==> config.mk <==
export PLATFORM = sky130hd
export DESIGN_NAME = point_in_polygon_top_flat
export DESIGN_NICKNAME = d
export VERILOG_FILES = /design/src/pip_pkg.sv /design/src/pip_if.sv /design/src/pip_front.sv /design/src/pip_queue.sv /design/src/pip_back.sv /design/src/point_in_polygon_top.sv /design/src/flat_wrapper.sv
export SDC_FILE = /design/constraint.sdc
export NUM_CORES = 2
export LEC_CHECK = 0
export ABC_AREA = 1
export BUFFER_PORTS_ARGS = -buffer_cell sky130_fd_sc_hd__buf_2
export CORE_ASPECT_RATIO = 1.25
export CORE_UTILIZATION = 55
export CTS_CLUSTER_SIZE = 25
export DETAILED_ROUTE_END_ITERATION = 7
export PLACE_DENSITY = 0.7
export REMOVE_ABC_BUFFERS = 1
export SLEW_MARGIN = 30
export SYNTH_ARGS = -nofsm -noshare
export SYNTH_HDL_FRONTEND = slang
export SYNTH_SLANG_ARGS = --single-unit
==> constraint.sdc <==
create_clock -name clock -period 9.85 [get_ports clock]
set_input_delay 0.4925 -clock clock [delete_from_list [all_inputs] [get_ports clock]]
set_output_delay 0.4925 -clock clock [all_outputs]
set_load 0.05 [all_outputs]
==> src/pip_pkg.sv <==
// Shared types for the point-in-polygon crossing-number block.
package pip_pkg;

   // Edge classification handed from the front part to the back part.
   typedef struct packed {
      logic first;       // transaction starts a polygon, parity restarts
      logic last;        // transaction closes the polygon, a result is due
      logic main_span;   // edge from the prior vertex spans the query y
      logic main_up;     // that edge runs upward (y2 > y1)
      logic close_span;  // closing edge back to the first vertex spans the query y
      logic close_up;    // closing edge runs upward
   } edge_flags_type;

endpackage

==> src/pip_if.sv <==
// Handshake channel interfaces for vertex requests and inside responses.
interface pip_req_if #(
   parameter int COORD_WIDTH = 16
) ();
   logic                          valid;
   logic                          ready;
   logic signed [COORD_WIDTH-1:0] vertex_x;
   logic signed [COORD_WIDTH-1:0] vertex_y;
   logic signed [COORD_WIDTH-1:0] point_x;
   logic signed [COORD_WIDTH-1:0] point_y;
   logic                          first_vertex;
   logic                          last_vertex;

   modport source (
      output valid, vertex_x, vertex_y, point_x, point_y, first_vertex, last_vertex,
      input  ready
   );
   modport sink (
      input  valid, vertex_x, vertex_y, point_x, point_y, first_vertex, last_vertex,
      output ready
   );
endinterface

interface pip_rsp_if ();
   logic valid;
   logic ready;
   logic inside_res;

   modport source (
      output valid, inside_res,
      input  ready
   );
   modport sink (
      input  valid, inside_res,
      output ready
   );
endinterface

==> src/pip_front.sv <==
// Front part: holds polygon state and turns each vertex into edge operands and flags.
module pip_front #(
   parameter int COORD_WIDTH = 16
) (
   input  logic                           clock,
   input  logic                           reset,
   pip_req_if.sink                        req_ch,
   input  logic                           queue_full,
   output logic                           push,
   output pip_pkg::edge_flags_type        push_flags,
   output logic signed [COORD_WIDTH:0]    main_a,
   output logic signed [COORD_WIDTH:0]    main_b,
   output logic signed [COORD_WIDTH:0]    main_c,
   output logic signed [COORD_WIDTH:0]    main_d,
   output logic signed [COORD_WIDTH:0]    close_a,
   output logic signed [COORD_WIDTH:0]    close_b,
   output logic signed [COORD_WIDTH:0]    close_c,
   output logic signed [COORD_WIDTH:0]    close_d
);
   import pip_pkg::*;

   localparam int OpWidth = COORD_WIDTH + 1;

   logic signed [COORD_WIDTH-1:0] start_x_ff, start_y_ff, start_x_in, start_y_in;
   logic signed [COORD_WIDTH-1:0] prior_x_ff, prior_y_ff;
   logic signed [COORD_WIDTH-1:0] query_x_ff, query_y_ff, query_x_in, query_y_in;
   logic                          accept;

   assign req_ch.ready = !queue_full;
   assign accept       = req_ch.valid && req_ch.ready;
   assign push         = accept;

   // A first vertex takes effect for its own closing edge straight away.
   assign start_x_in = req_ch.first_vertex ? req_ch.vertex_x : start_x_ff;
   assign start_y_in = req_ch.first_vertex ? req_ch.vertex_y : start_y_ff;
   assign query_x_in = req_ch.first_vertex ? req_ch.point_x  : query_x_ff;
   assign query_y_in = req_ch.first_vertex ? req_ch.point_y  : query_y_ff;

   always_comb begin
      // Edge from the prior vertex to this one, against the stored point.
      main_a = OpWidth'(query_x_ff)      - OpWidth'(prior_x_ff);
      main_b = OpWidth'(req_ch.vertex_y) - OpWidth'(prior_y_ff);
      main_c = OpWidth'(req_ch.vertex_x) - OpWidth'(prior_x_ff);
      main_d = OpWidth'(query_y_ff)      - OpWidth'(prior_y_ff);
      // Closing edge from this vertex back to the first one.
      close_a = OpWidth'(query_x_in)     - OpWidth'(req_ch.vertex_x);
      close_b = OpWidth'(start_y_in)     - OpWidth'(req_ch.vertex_y);
      close_c = OpWidth'(start_x_in)     - OpWidth'(req_ch.vertex_x);
      close_d = OpWidth'(query_y_in)     - OpWidth'(req_ch.vertex_y);

      push_flags.first      = req_ch.first_vertex;
      push_flags.last       = req_ch.last_vertex;
      push_flags.main_span  = !req_ch.first_vertex &&
                              ((prior_y_ff >= query_y_ff) != (req_ch.vertex_y >= query_y_ff));
      push_flags.main_up    = req_ch.vertex_y > prior_y_ff;
      push_flags.close_span = req_ch.last_vertex &&
                              ((req_ch.vertex_y >= query_y_in) != (start_y_in >= query_y_in));
      push_flags.close_up   = start_y_in > req_ch.vertex_y;
   end

   always_ff @(posedge clock) begin
      if (reset) begin
         start_x_ff <= '0;
         start_y_ff <= '0;
         prior_x_ff <= '0;
         prior_y_ff <= '0;
         query_x_ff <= '0;
         query_y_ff <= '0;
      end else if (accept) begin
         start_x_ff <= start_x_in;
         start_y_ff <= start_y_in;
         query_x_ff <= query_x_in;
         query_y_ff <= query_y_in;
         prior_x_ff <= req_ch.vertex_x;
         prior_y_ff <= req_ch.vertex_y;
      end
   end

endmodule

==> src/pip_queue.sv <==
// Short register queue that decouples the front part from the back part.
module pip_queue #(
   parameter int WIDTH = 8,
   parameter int DEPTH = 2
) (
   input  logic             clock,
   input  logic             reset,
   input  logic             push,
   input  logic [WIDTH-1:0] push_data,
   output logic             full,
   input  logic             pop,
   output logic             not_empty,
   output logic [WIDTH-1:0] pop_data
);
   localparam int PtrWidth   = (DEPTH > 1) ? $clog2(DEPTH) : 1;
   localparam int CountWidth = $clog2(DEPTH + 1);

   logic [WIDTH-1:0]      entry_ff [DEPTH];
   logic [PtrWidth-1:0]   wr_ptr_ff, wr_ptr_in, rd_ptr_ff, rd_ptr_in;
   logic [CountWidth-1:0] count_ff, count_in;

   assign full      = count_ff == CountWidth'(DEPTH);
   assign not_empty = count_ff != '0;
   assign pop_data  = entry_ff[rd_ptr_ff];

   always_comb begin
      wr_ptr_in = wr_ptr_ff;
      rd_ptr_in = rd_ptr_ff;
      count_in  = count_ff;
      if (push) begin
         wr_ptr_in = (wr_ptr_ff == PtrWidth'(DEPTH - 1)) ? '0 : wr_ptr_ff + 1'b1;
      end
      if (pop) begin
         rd_ptr_in = (rd_ptr_ff == PtrWidth'(DEPTH - 1)) ? '0 : rd_ptr_ff + 1'b1;
      end
      if (push && !pop) begin
         count_in = count_ff + 1'b1;
      end else if (pop && !push) begin
         count_in = count_ff - 1'b1;
      end
   end

   always_ff @(posedge clock) begin
      if (reset) begin
         wr_ptr_ff <= '0;
         rd_ptr_ff <= '0;
         count_ff  <= '0;
      end else begin
         wr_ptr_ff <= wr_ptr_in;
         rd_ptr_ff <= rd_ptr_in;
         count_ff  <= count_in;
      end
   end

   always_ff @(posedge clock) begin
      if (push) begin
         entry_ff[wr_ptr_ff] <= push_data;
      end
   end

endmodule

==> src/pip_back.sv <==
// Back part: cross-multiplies both edges, updates the parity and holds the response.
module pip_back #(
   parameter int COORD_WIDTH = 16
) (
   input  logic                           clock,
   input  logic                           reset,
   input  logic                           entry_valid,
   output logic                           pop,
   input  pip_pkg::edge_flags_type        entry_flags,
   input  logic signed [COORD_WIDTH:0]    main_a,
   input  logic signed [COORD_WIDTH:0]    main_b,
   input  logic signed [COORD_WIDTH:0]    main_c,
   input  logic signed [COORD_WIDTH:0]    main_d,
   input  logic signed [COORD_WIDTH:0]    close_a,
   input  logic signed [COORD_WIDTH:0]    close_b,
   input  logic signed [COORD_WIDTH:0]    close_c,
   input  logic signed [COORD_WIDTH:0]    close_d,
   pip_rsp_if.source                      rsp_ch
);
   import pip_pkg::*;

   localparam int ProdWidth = 2 * (COORD_WIDTH + 1);

   logic                         advance;
   logic                         mul_valid_ff;
   edge_flags_type               mul_flags_ff;
   logic signed [ProdWidth-1:0]  main_ab_ff, main_cd_ff, close_ab_ff, close_cd_ff;
   logic                         main_left, close_left;
   logic                         parity_ff, parity_in;
   logic                         rsp_valid_ff, rsp_valid_in;
   logic                         inside_ff;

   // The whole back pipeline moves unless a response is waiting to be taken.
   assign advance = !rsp_valid_ff || rsp_ch.ready;
   assign pop     = advance && entry_valid;

   // A point left of the crossing means the sign test flips with edge direction.
   always_comb begin
      main_left  = mul_flags_ff.main_up  ? (main_ab_ff  < main_cd_ff)
                                         : (main_ab_ff  > main_cd_ff);
      close_left = mul_flags_ff.close_up ? (close_ab_ff < close_cd_ff)
                                         : (close_ab_ff > close_cd_ff);
      parity_in  = (mul_flags_ff.first ? 1'b0 : parity_ff)
                   ^ (mul_flags_ff.main_span  && main_left)
                   ^ (mul_flags_ff.close_span && close_left);
      rsp_valid_in = mul_valid_ff && mul_flags_ff.last;
   end

   always_ff @(posedge clock) begin
      if (reset) begin
         mul_valid_ff <= 1'b0;
         rsp_valid_ff <= 1'b0;
         parity_ff    <= 1'b0;
      end else if (advance) begin
         mul_valid_ff <= entry_valid;
         rsp_valid_ff <= rsp_valid_in;
         if (mul_valid_ff) begin
            parity_ff <= parity_in;
         end
      end
   end

   always_ff @(posedge clock) begin
      if (advance) begin
         mul_flags_ff <= entry_flags;
         main_ab_ff   <= ProdWidth'(main_a)  * ProdWidth'(main_b);
         main_cd_ff   <= ProdWidth'(main_c)  * ProdWidth'(main_d);
         close_ab_ff  <= ProdWidth'(close_a) * ProdWidth'(close_b);
         close_cd_ff  <= ProdWidth'(close_c) * ProdWidth'(close_d);
         inside_ff    <= parity_in;
      end
   end

   assign rsp_ch.valid      = rsp_valid_ff;
   assign rsp_ch.inside_res = inside_ff;

endmodule

==> src/point_in_polygon_top.sv <==
// A last vertex's result goes via the queue, the multiplier stage and the response register.
// Throughput: one vertex per cycle; the front part stalls only when the two-entry
// queue is full, which happens only while a response is held back by the sink.
// Each vertex needs one pass through the four-multiplier stage of the back part.
// Reset is synchronous and clears the polygon state, the parity, the queue and the pipeline.
module point_in_polygon_top #(
   parameter int COORD_WIDTH = 16
) (
   input  logic       clock,
   input  logic       reset,
   pip_req_if.sink    req_ch,
   pip_rsp_if.source  rsp_ch
);
   import pip_pkg::*;

   localparam int OpWidth    = COORD_WIDTH + 1;
   localparam int FlagWidth  = $bits(edge_flags_type);
   localparam int QueueWidth = 8 * OpWidth + FlagWidth;

   logic                        push, queue_full, pop, entry_valid;
   edge_flags_type              push_flags, entry_flags;
   logic signed [OpWidth-1:0]   f_main_a, f_main_b, f_main_c, f_main_d;
   logic signed [OpWidth-1:0]   f_close_a, f_close_b, f_close_c, f_close_d;
   logic signed [OpWidth-1:0]   b_main_a, b_main_b, b_main_c, b_main_d;
   logic signed [OpWidth-1:0]   b_close_a, b_close_b, b_close_c, b_close_d;
   logic [QueueWidth-1:0]       push_data, pop_data;

   pip_front #(.COORD_WIDTH(COORD_WIDTH)) u_front (
      .clock      (clock),
      .reset      (reset),
      .req_ch     (req_ch),
      .queue_full (queue_full),
      .push       (push),
      .push_flags (push_flags),
      .main_a     (f_main_a),
      .main_b     (f_main_b),
      .main_c     (f_main_c),
      .main_d     (f_main_d),
      .close_a    (f_close_a),
      .close_b    (f_close_b),
      .close_c    (f_close_c),
      .close_d    (f_close_d)
   );

   assign push_data = {push_flags, f_main_a, f_main_b, f_main_c, f_main_d,
                       f_close_a, f_close_b, f_close_c, f_close_d};

   pip_queue #(.WIDTH(QueueWidth), .DEPTH(2)) u_queue (
      .clock     (clock),
      .reset     (reset),
      .push      (push),
      .push_data (push_data),
      .full      (queue_full),
      .pop       (pop),
      .not_empty (entry_valid),
      .pop_data  (pop_data)
   );

   assign {entry_flags, b_main_a, b_main_b, b_main_c, b_main_d,
           b_close_a, b_close_b, b_close_c, b_close_d} = pop_data;

   pip_back #(.COORD_WIDTH(COORD_WIDTH)) u_back (
      .clock       (clock),
      .reset       (reset),
      .entry_valid (entry_valid),
      .pop         (pop),
      .entry_flags (entry_flags),
      .main_a      (b_main_a),
      .main_b      (b_main_b),
      .main_c      (b_main_c),
      .main_d      (b_main_d),
      .close_a     (b_close_a),
      .close_b     (b_close_b),
      .close_c     (b_close_c),
      .close_d     (b_close_d),
      .rsp_ch      (rsp_ch)
   );

   // No response can be pending straight after reset.
   assert property (@(posedge clock) reset |=> !rsp_ch.valid)
      else $error("response valid after reset");

   // A first vertex has no edge from a prior vertex.
   assert property (@(posedge clock) disable iff (reset)
      push && push_flags.first |-> !push_flags.main_span)
      else $error("edge tested on a first vertex");

   // A one-vertex polygon closes on itself, so its closing edge never spans.
   assert property (@(posedge clock) disable iff (reset)
      push && push_flags.first && push_flags.last |-> !push_flags.close_span)
      else $error("degenerate closing edge marked as spanning");

   // The queue is popped only when it holds a transaction.
   assert property (@(posedge clock) disable iff (reset) pop |-> entry_valid)
      else $error("pop from an empty queue");

endmodule
==> src/flat_wrapper.sv <==
// flat-port wrapper written by rule: the top's interface ports become plain ports
module point_in_polygon_top_flat import pip_pkg::*;
#(
   parameter int COORD_WIDTH = 16
)
  (clock, reset, req_ch_valid, req_ch_vertex_x, req_ch_vertex_y, req_ch_point_x, req_ch_point_y, req_ch_first_vertex, req_ch_last_vertex, req_ch_ready, rsp_ch_valid, rsp_ch_inside_res, rsp_ch_ready);
  pip_req_if #(.COORD_WIDTH(COORD_WIDTH)) req_ch_i ();
  pip_rsp_if rsp_ch_i ();
  input  logic clock;
  input  logic reset;
  input wire logic [$bits(req_ch_i.valid)-1:0] req_ch_valid;
  input wire logic [$bits(req_ch_i.vertex_x)-1:0] req_ch_vertex_x;
  input wire logic [$bits(req_ch_i.vertex_y)-1:0] req_ch_vertex_y;
  input wire logic [$bits(req_ch_i.point_x)-1:0] req_ch_point_x;
  input wire logic [$bits(req_ch_i.point_y)-1:0] req_ch_point_y;
  input wire logic [$bits(req_ch_i.first_vertex)-1:0] req_ch_first_vertex;
  input wire logic [$bits(req_ch_i.last_vertex)-1:0] req_ch_last_vertex;
  output wire logic [$bits(req_ch_i.ready)-1:0] req_ch_ready;
  output wire logic [$bits(rsp_ch_i.valid)-1:0] rsp_ch_valid;
  output wire logic [$bits(rsp_ch_i.inside_res)-1:0] rsp_ch_inside_res;
  input wire logic [$bits(rsp_ch_i.ready)-1:0] rsp_ch_ready;
  assign req_ch_i.valid = req_ch_valid;
  assign req_ch_i.vertex_x = req_ch_vertex_x;
  assign req_ch_i.vertex_y = req_ch_vertex_y;
  assign req_ch_i.point_x = req_ch_point_x;
  assign req_ch_i.point_y = req_ch_point_y;
  assign req_ch_i.first_vertex = req_ch_first_vertex;
  assign req_ch_i.last_vertex = req_ch_last_vertex;
  assign req_ch_ready = req_ch_i.ready;
  assign rsp_ch_valid = rsp_ch_i.valid;
  assign rsp_ch_inside_res = rsp_ch_i.inside_res;
  assign rsp_ch_i.ready = rsp_ch_ready;
  point_in_polygon_top #(.COORD_WIDTH(COORD_WIDTH)) u_core (.clock(clock), .reset(reset), .req_ch(req_ch_i), .rsp_ch(rsp_ch_i));
endmodule
==> reports/metrics.yaml <==
clock_tree:
  clock-sinks: 531
  cts_buffers: 55
  post_cts_buffers: 0
  h-tree-depth: 2
  ctsResizeCount: 0
  cts_tree: "yes"
  clockBufferDepth: 3
  worstSkewPairLatency_ns: 0.64
  cts_hold_buffers: 0
  cts.clk_slew.worst_paths_ns: 0.06
  root_buffer: "clkbuf_16"
sta:
  max_freq_mhz: 128
  finalHoldViolCount: 0
  drv_slew: 0
  min_period_ns: 7.79
  setup_viol: 0
  min_period_over_period_pct: 79.1
  finalClockSkew_ns: 0.0280
  relSlewSlack_pct: 33.6
  worstMarginPinSlew_ns: 0.990
  rsz0062_at_grt: "no"
status:
  status: "finished, final reports clean"
worst_setup_path:
  worstPathRequired_ns: 10.22
  path_delay_family: "adder cells"
  worst_path_largest_cell_delay_ns: 0.86
  cp_common_cell: "fa_1"
  crit_path_max_fanout: 61
  path_cells: "buf_4, o21ai_0, inv_1, nand2_1, fa_1, inv_1, fa_1, fa_1, fa_1, fa_1, inv_1, fa_1, inv_1, ha_1, nand2_1, nor4_1, nand3_1, nand3_1, a31o_2, a21oi_1, xnor2_1"
  cp.arrival_ns: 8.15
  crit_type: "reg -> reg"
  end_kind: "register"
  startpoint_type: "register"
  path_buf_inv: 5
  cp_slowest_cell: "dfxtp_4"
layout:
  drive_gt1_share_pct: 5.27
  num-nets-final: 9644
  area_growth_pct: 6.58
  fin_util_pct: 59.4
floorplan:
  rows: 145
  start_util_pct: 55.7
  core_area_um2: 126000
  ios: 73
  die_h_um: 401
  chipWidth_um: 321
  die_area_um2: 129000
drt:
  drt_iter0_markers: 4001
  route.met2.wl_um: 91100
  drc_errors: 0
  wirelength_um: 195000
  met3WireLength_um: 14600
  via_per_inst: 5.45
  highest_layer: "met5"
  wire_per_inst_um: 20.3
  met1_length_um: 78300
  drtAntennaViolNets: 0
  via_count: 52142
  drtPass1Iterations: 7
synthesis:
  synth_common_cells: "inv_1, fa_1, nand2_1"
  async_flop_share_pct: 0
  ys_seq_elements: 531
  synth_most_common_cell: "inv_1"
  synth_area_um2: 70000
  ys.flop_type: "edfxtp_1"
  synth_top_area_share_pct: 34.1
  synth_seq_area_share_pct: 21.3
  synth_cell_type_count: 57
  synth_warnings: 0
  yosys.area.top_type: "fa_1"
  synth_edf_count: 427
  yosys-top-cells-area: "fa_1, edfxtp_1, ha_1"
  syn_inst: 7743
  avgSynthCellArea_um2: 9.04
placement:
  portBuffers: 72
  hpwl_um: 161000
  globalplace.congestion: 0.953
grt:
  gr-usage-all-layers_pct: 31.0
  gr-total-overflow: 0
  grt_pass1_wl_um: 304000
  grt_start_max_net_pins: 92
  grt_antenna_before_repair: 29
  grt_pass1_vias: 54213
job:
  drv_cap: 0
hold_path:
  hp-class: "in -> reg"
==> registers in the layout, summed over array words and instances (netlist names), 2 cells and up, named ones only <==
register                    count
u_core.u_back.close_ab_ff      34
u_core.u_back.close_cd_ff      34
u_core.u_back.main_ab_ff       34
u_core.u_back.main_cd_ff       34
u_core.u_back.mul_flags_ff      6
u_core.u_front.prior_x_ff      16
u_core.u_front.prior_y_ff      16
u_core.u_front.query_x_ff      16
u_core.u_front.query_y_ff      16
u_core.u_front.start_x_ff      16
u_core.u_front.start_y_ff      16
u_core.u_queue.count_ff         2
u_core.u_queue.entry_ff       284
==> path summary, 6_finish.rpt <==
check                                 from                         endpoint  slack [ns]  depth (start not counted)
max                               register    u_core.u_back.close_cd_ff[30]        2.06                         21
max reg2reg                       register    u_core.u_back.close_cd_ff[30]        2.06                         21
min                     req_ch_last_vertex  u_core.u_queue.entry_ff[1][140]        0.17                          1
min reg2reg  u_core.u_front.start_y_ff[13]    u_core.u_front.start_y_ff[13]        0.45                          2
==> placed cells by master (no fill, tap or decap), drive strengths merged, types with 83 or more instances in the layout <==
master / instances
fa: 1192
nand2: 1138
xor2: 168
buf: 177
a21oi: 379
nand3: 83
ha: 573
o21ai: 413
nor2: 837
xnor2: 101
inv: 1899
edfxtp: 427
dfxtp: 104
==> metal layers <==
layer / up-vias / GRT usage [%]
met5: - / 0
met1: 25926 / 41.0
met2: 1973 / 50.2
met4: 22 / 14.0
li1: 23702 / -
met3: 519 / 5.07
==> worst reg2reg max path: cells and delay by family (launching register included) <==
kind	cells	cell delay [ns]
xor gates and xnor gates	1	0.14
and+or+nand+nor	5	0.97
DFF	1	0.86
adders and majority gates	7	3.52
buffers and inverters	5	1.27
AOI/OAI and AO/OA	3	0.76
==> through the flow <==
step	hold WS (ns)	cells	setup slack, ns	TNS [ns]	area [µm²]
after floorplan	0.426	7575	-2.45	-194.16	69300
after global placement	0.434	9441	2.24	0	72600
final	0.172	9562	2.06	0	74600
after detailed placement	0.443	9441	2.09	0	72600
after CTS	0.121	9545	2.04	0	74500
after global routing	0.141	9555	1.63	0	74600
==> layout make-up <==
cell class / count / area, µm²
fillers: 11118 / 51000
multi-input cells: 5134 / 47300
flip-flops and latches: 531 / 14900
inverters: 1910 / 7170
well taps: 1690 / 2110
clock buffers: 75 / 1540
repair buffers: 177 / 1180
clock inverters: 29 / 330
diodes: 16 / 40.0
==> cells by family after synthesis <==
kind of cell | share of synthesized area [%]
buffers and inverters | 11.2
muxes | 0.268
DFF | 21.3
adders and majority gates | 44.3
xor gates and xnor gates | 3.37
AOI/OAI and AO/OA | 7.38
and+or+nand+nor | 12.2
Power is not shown: default switching activity piles up to over one toggle a cycle in this logic, so the estimate is an artifact.
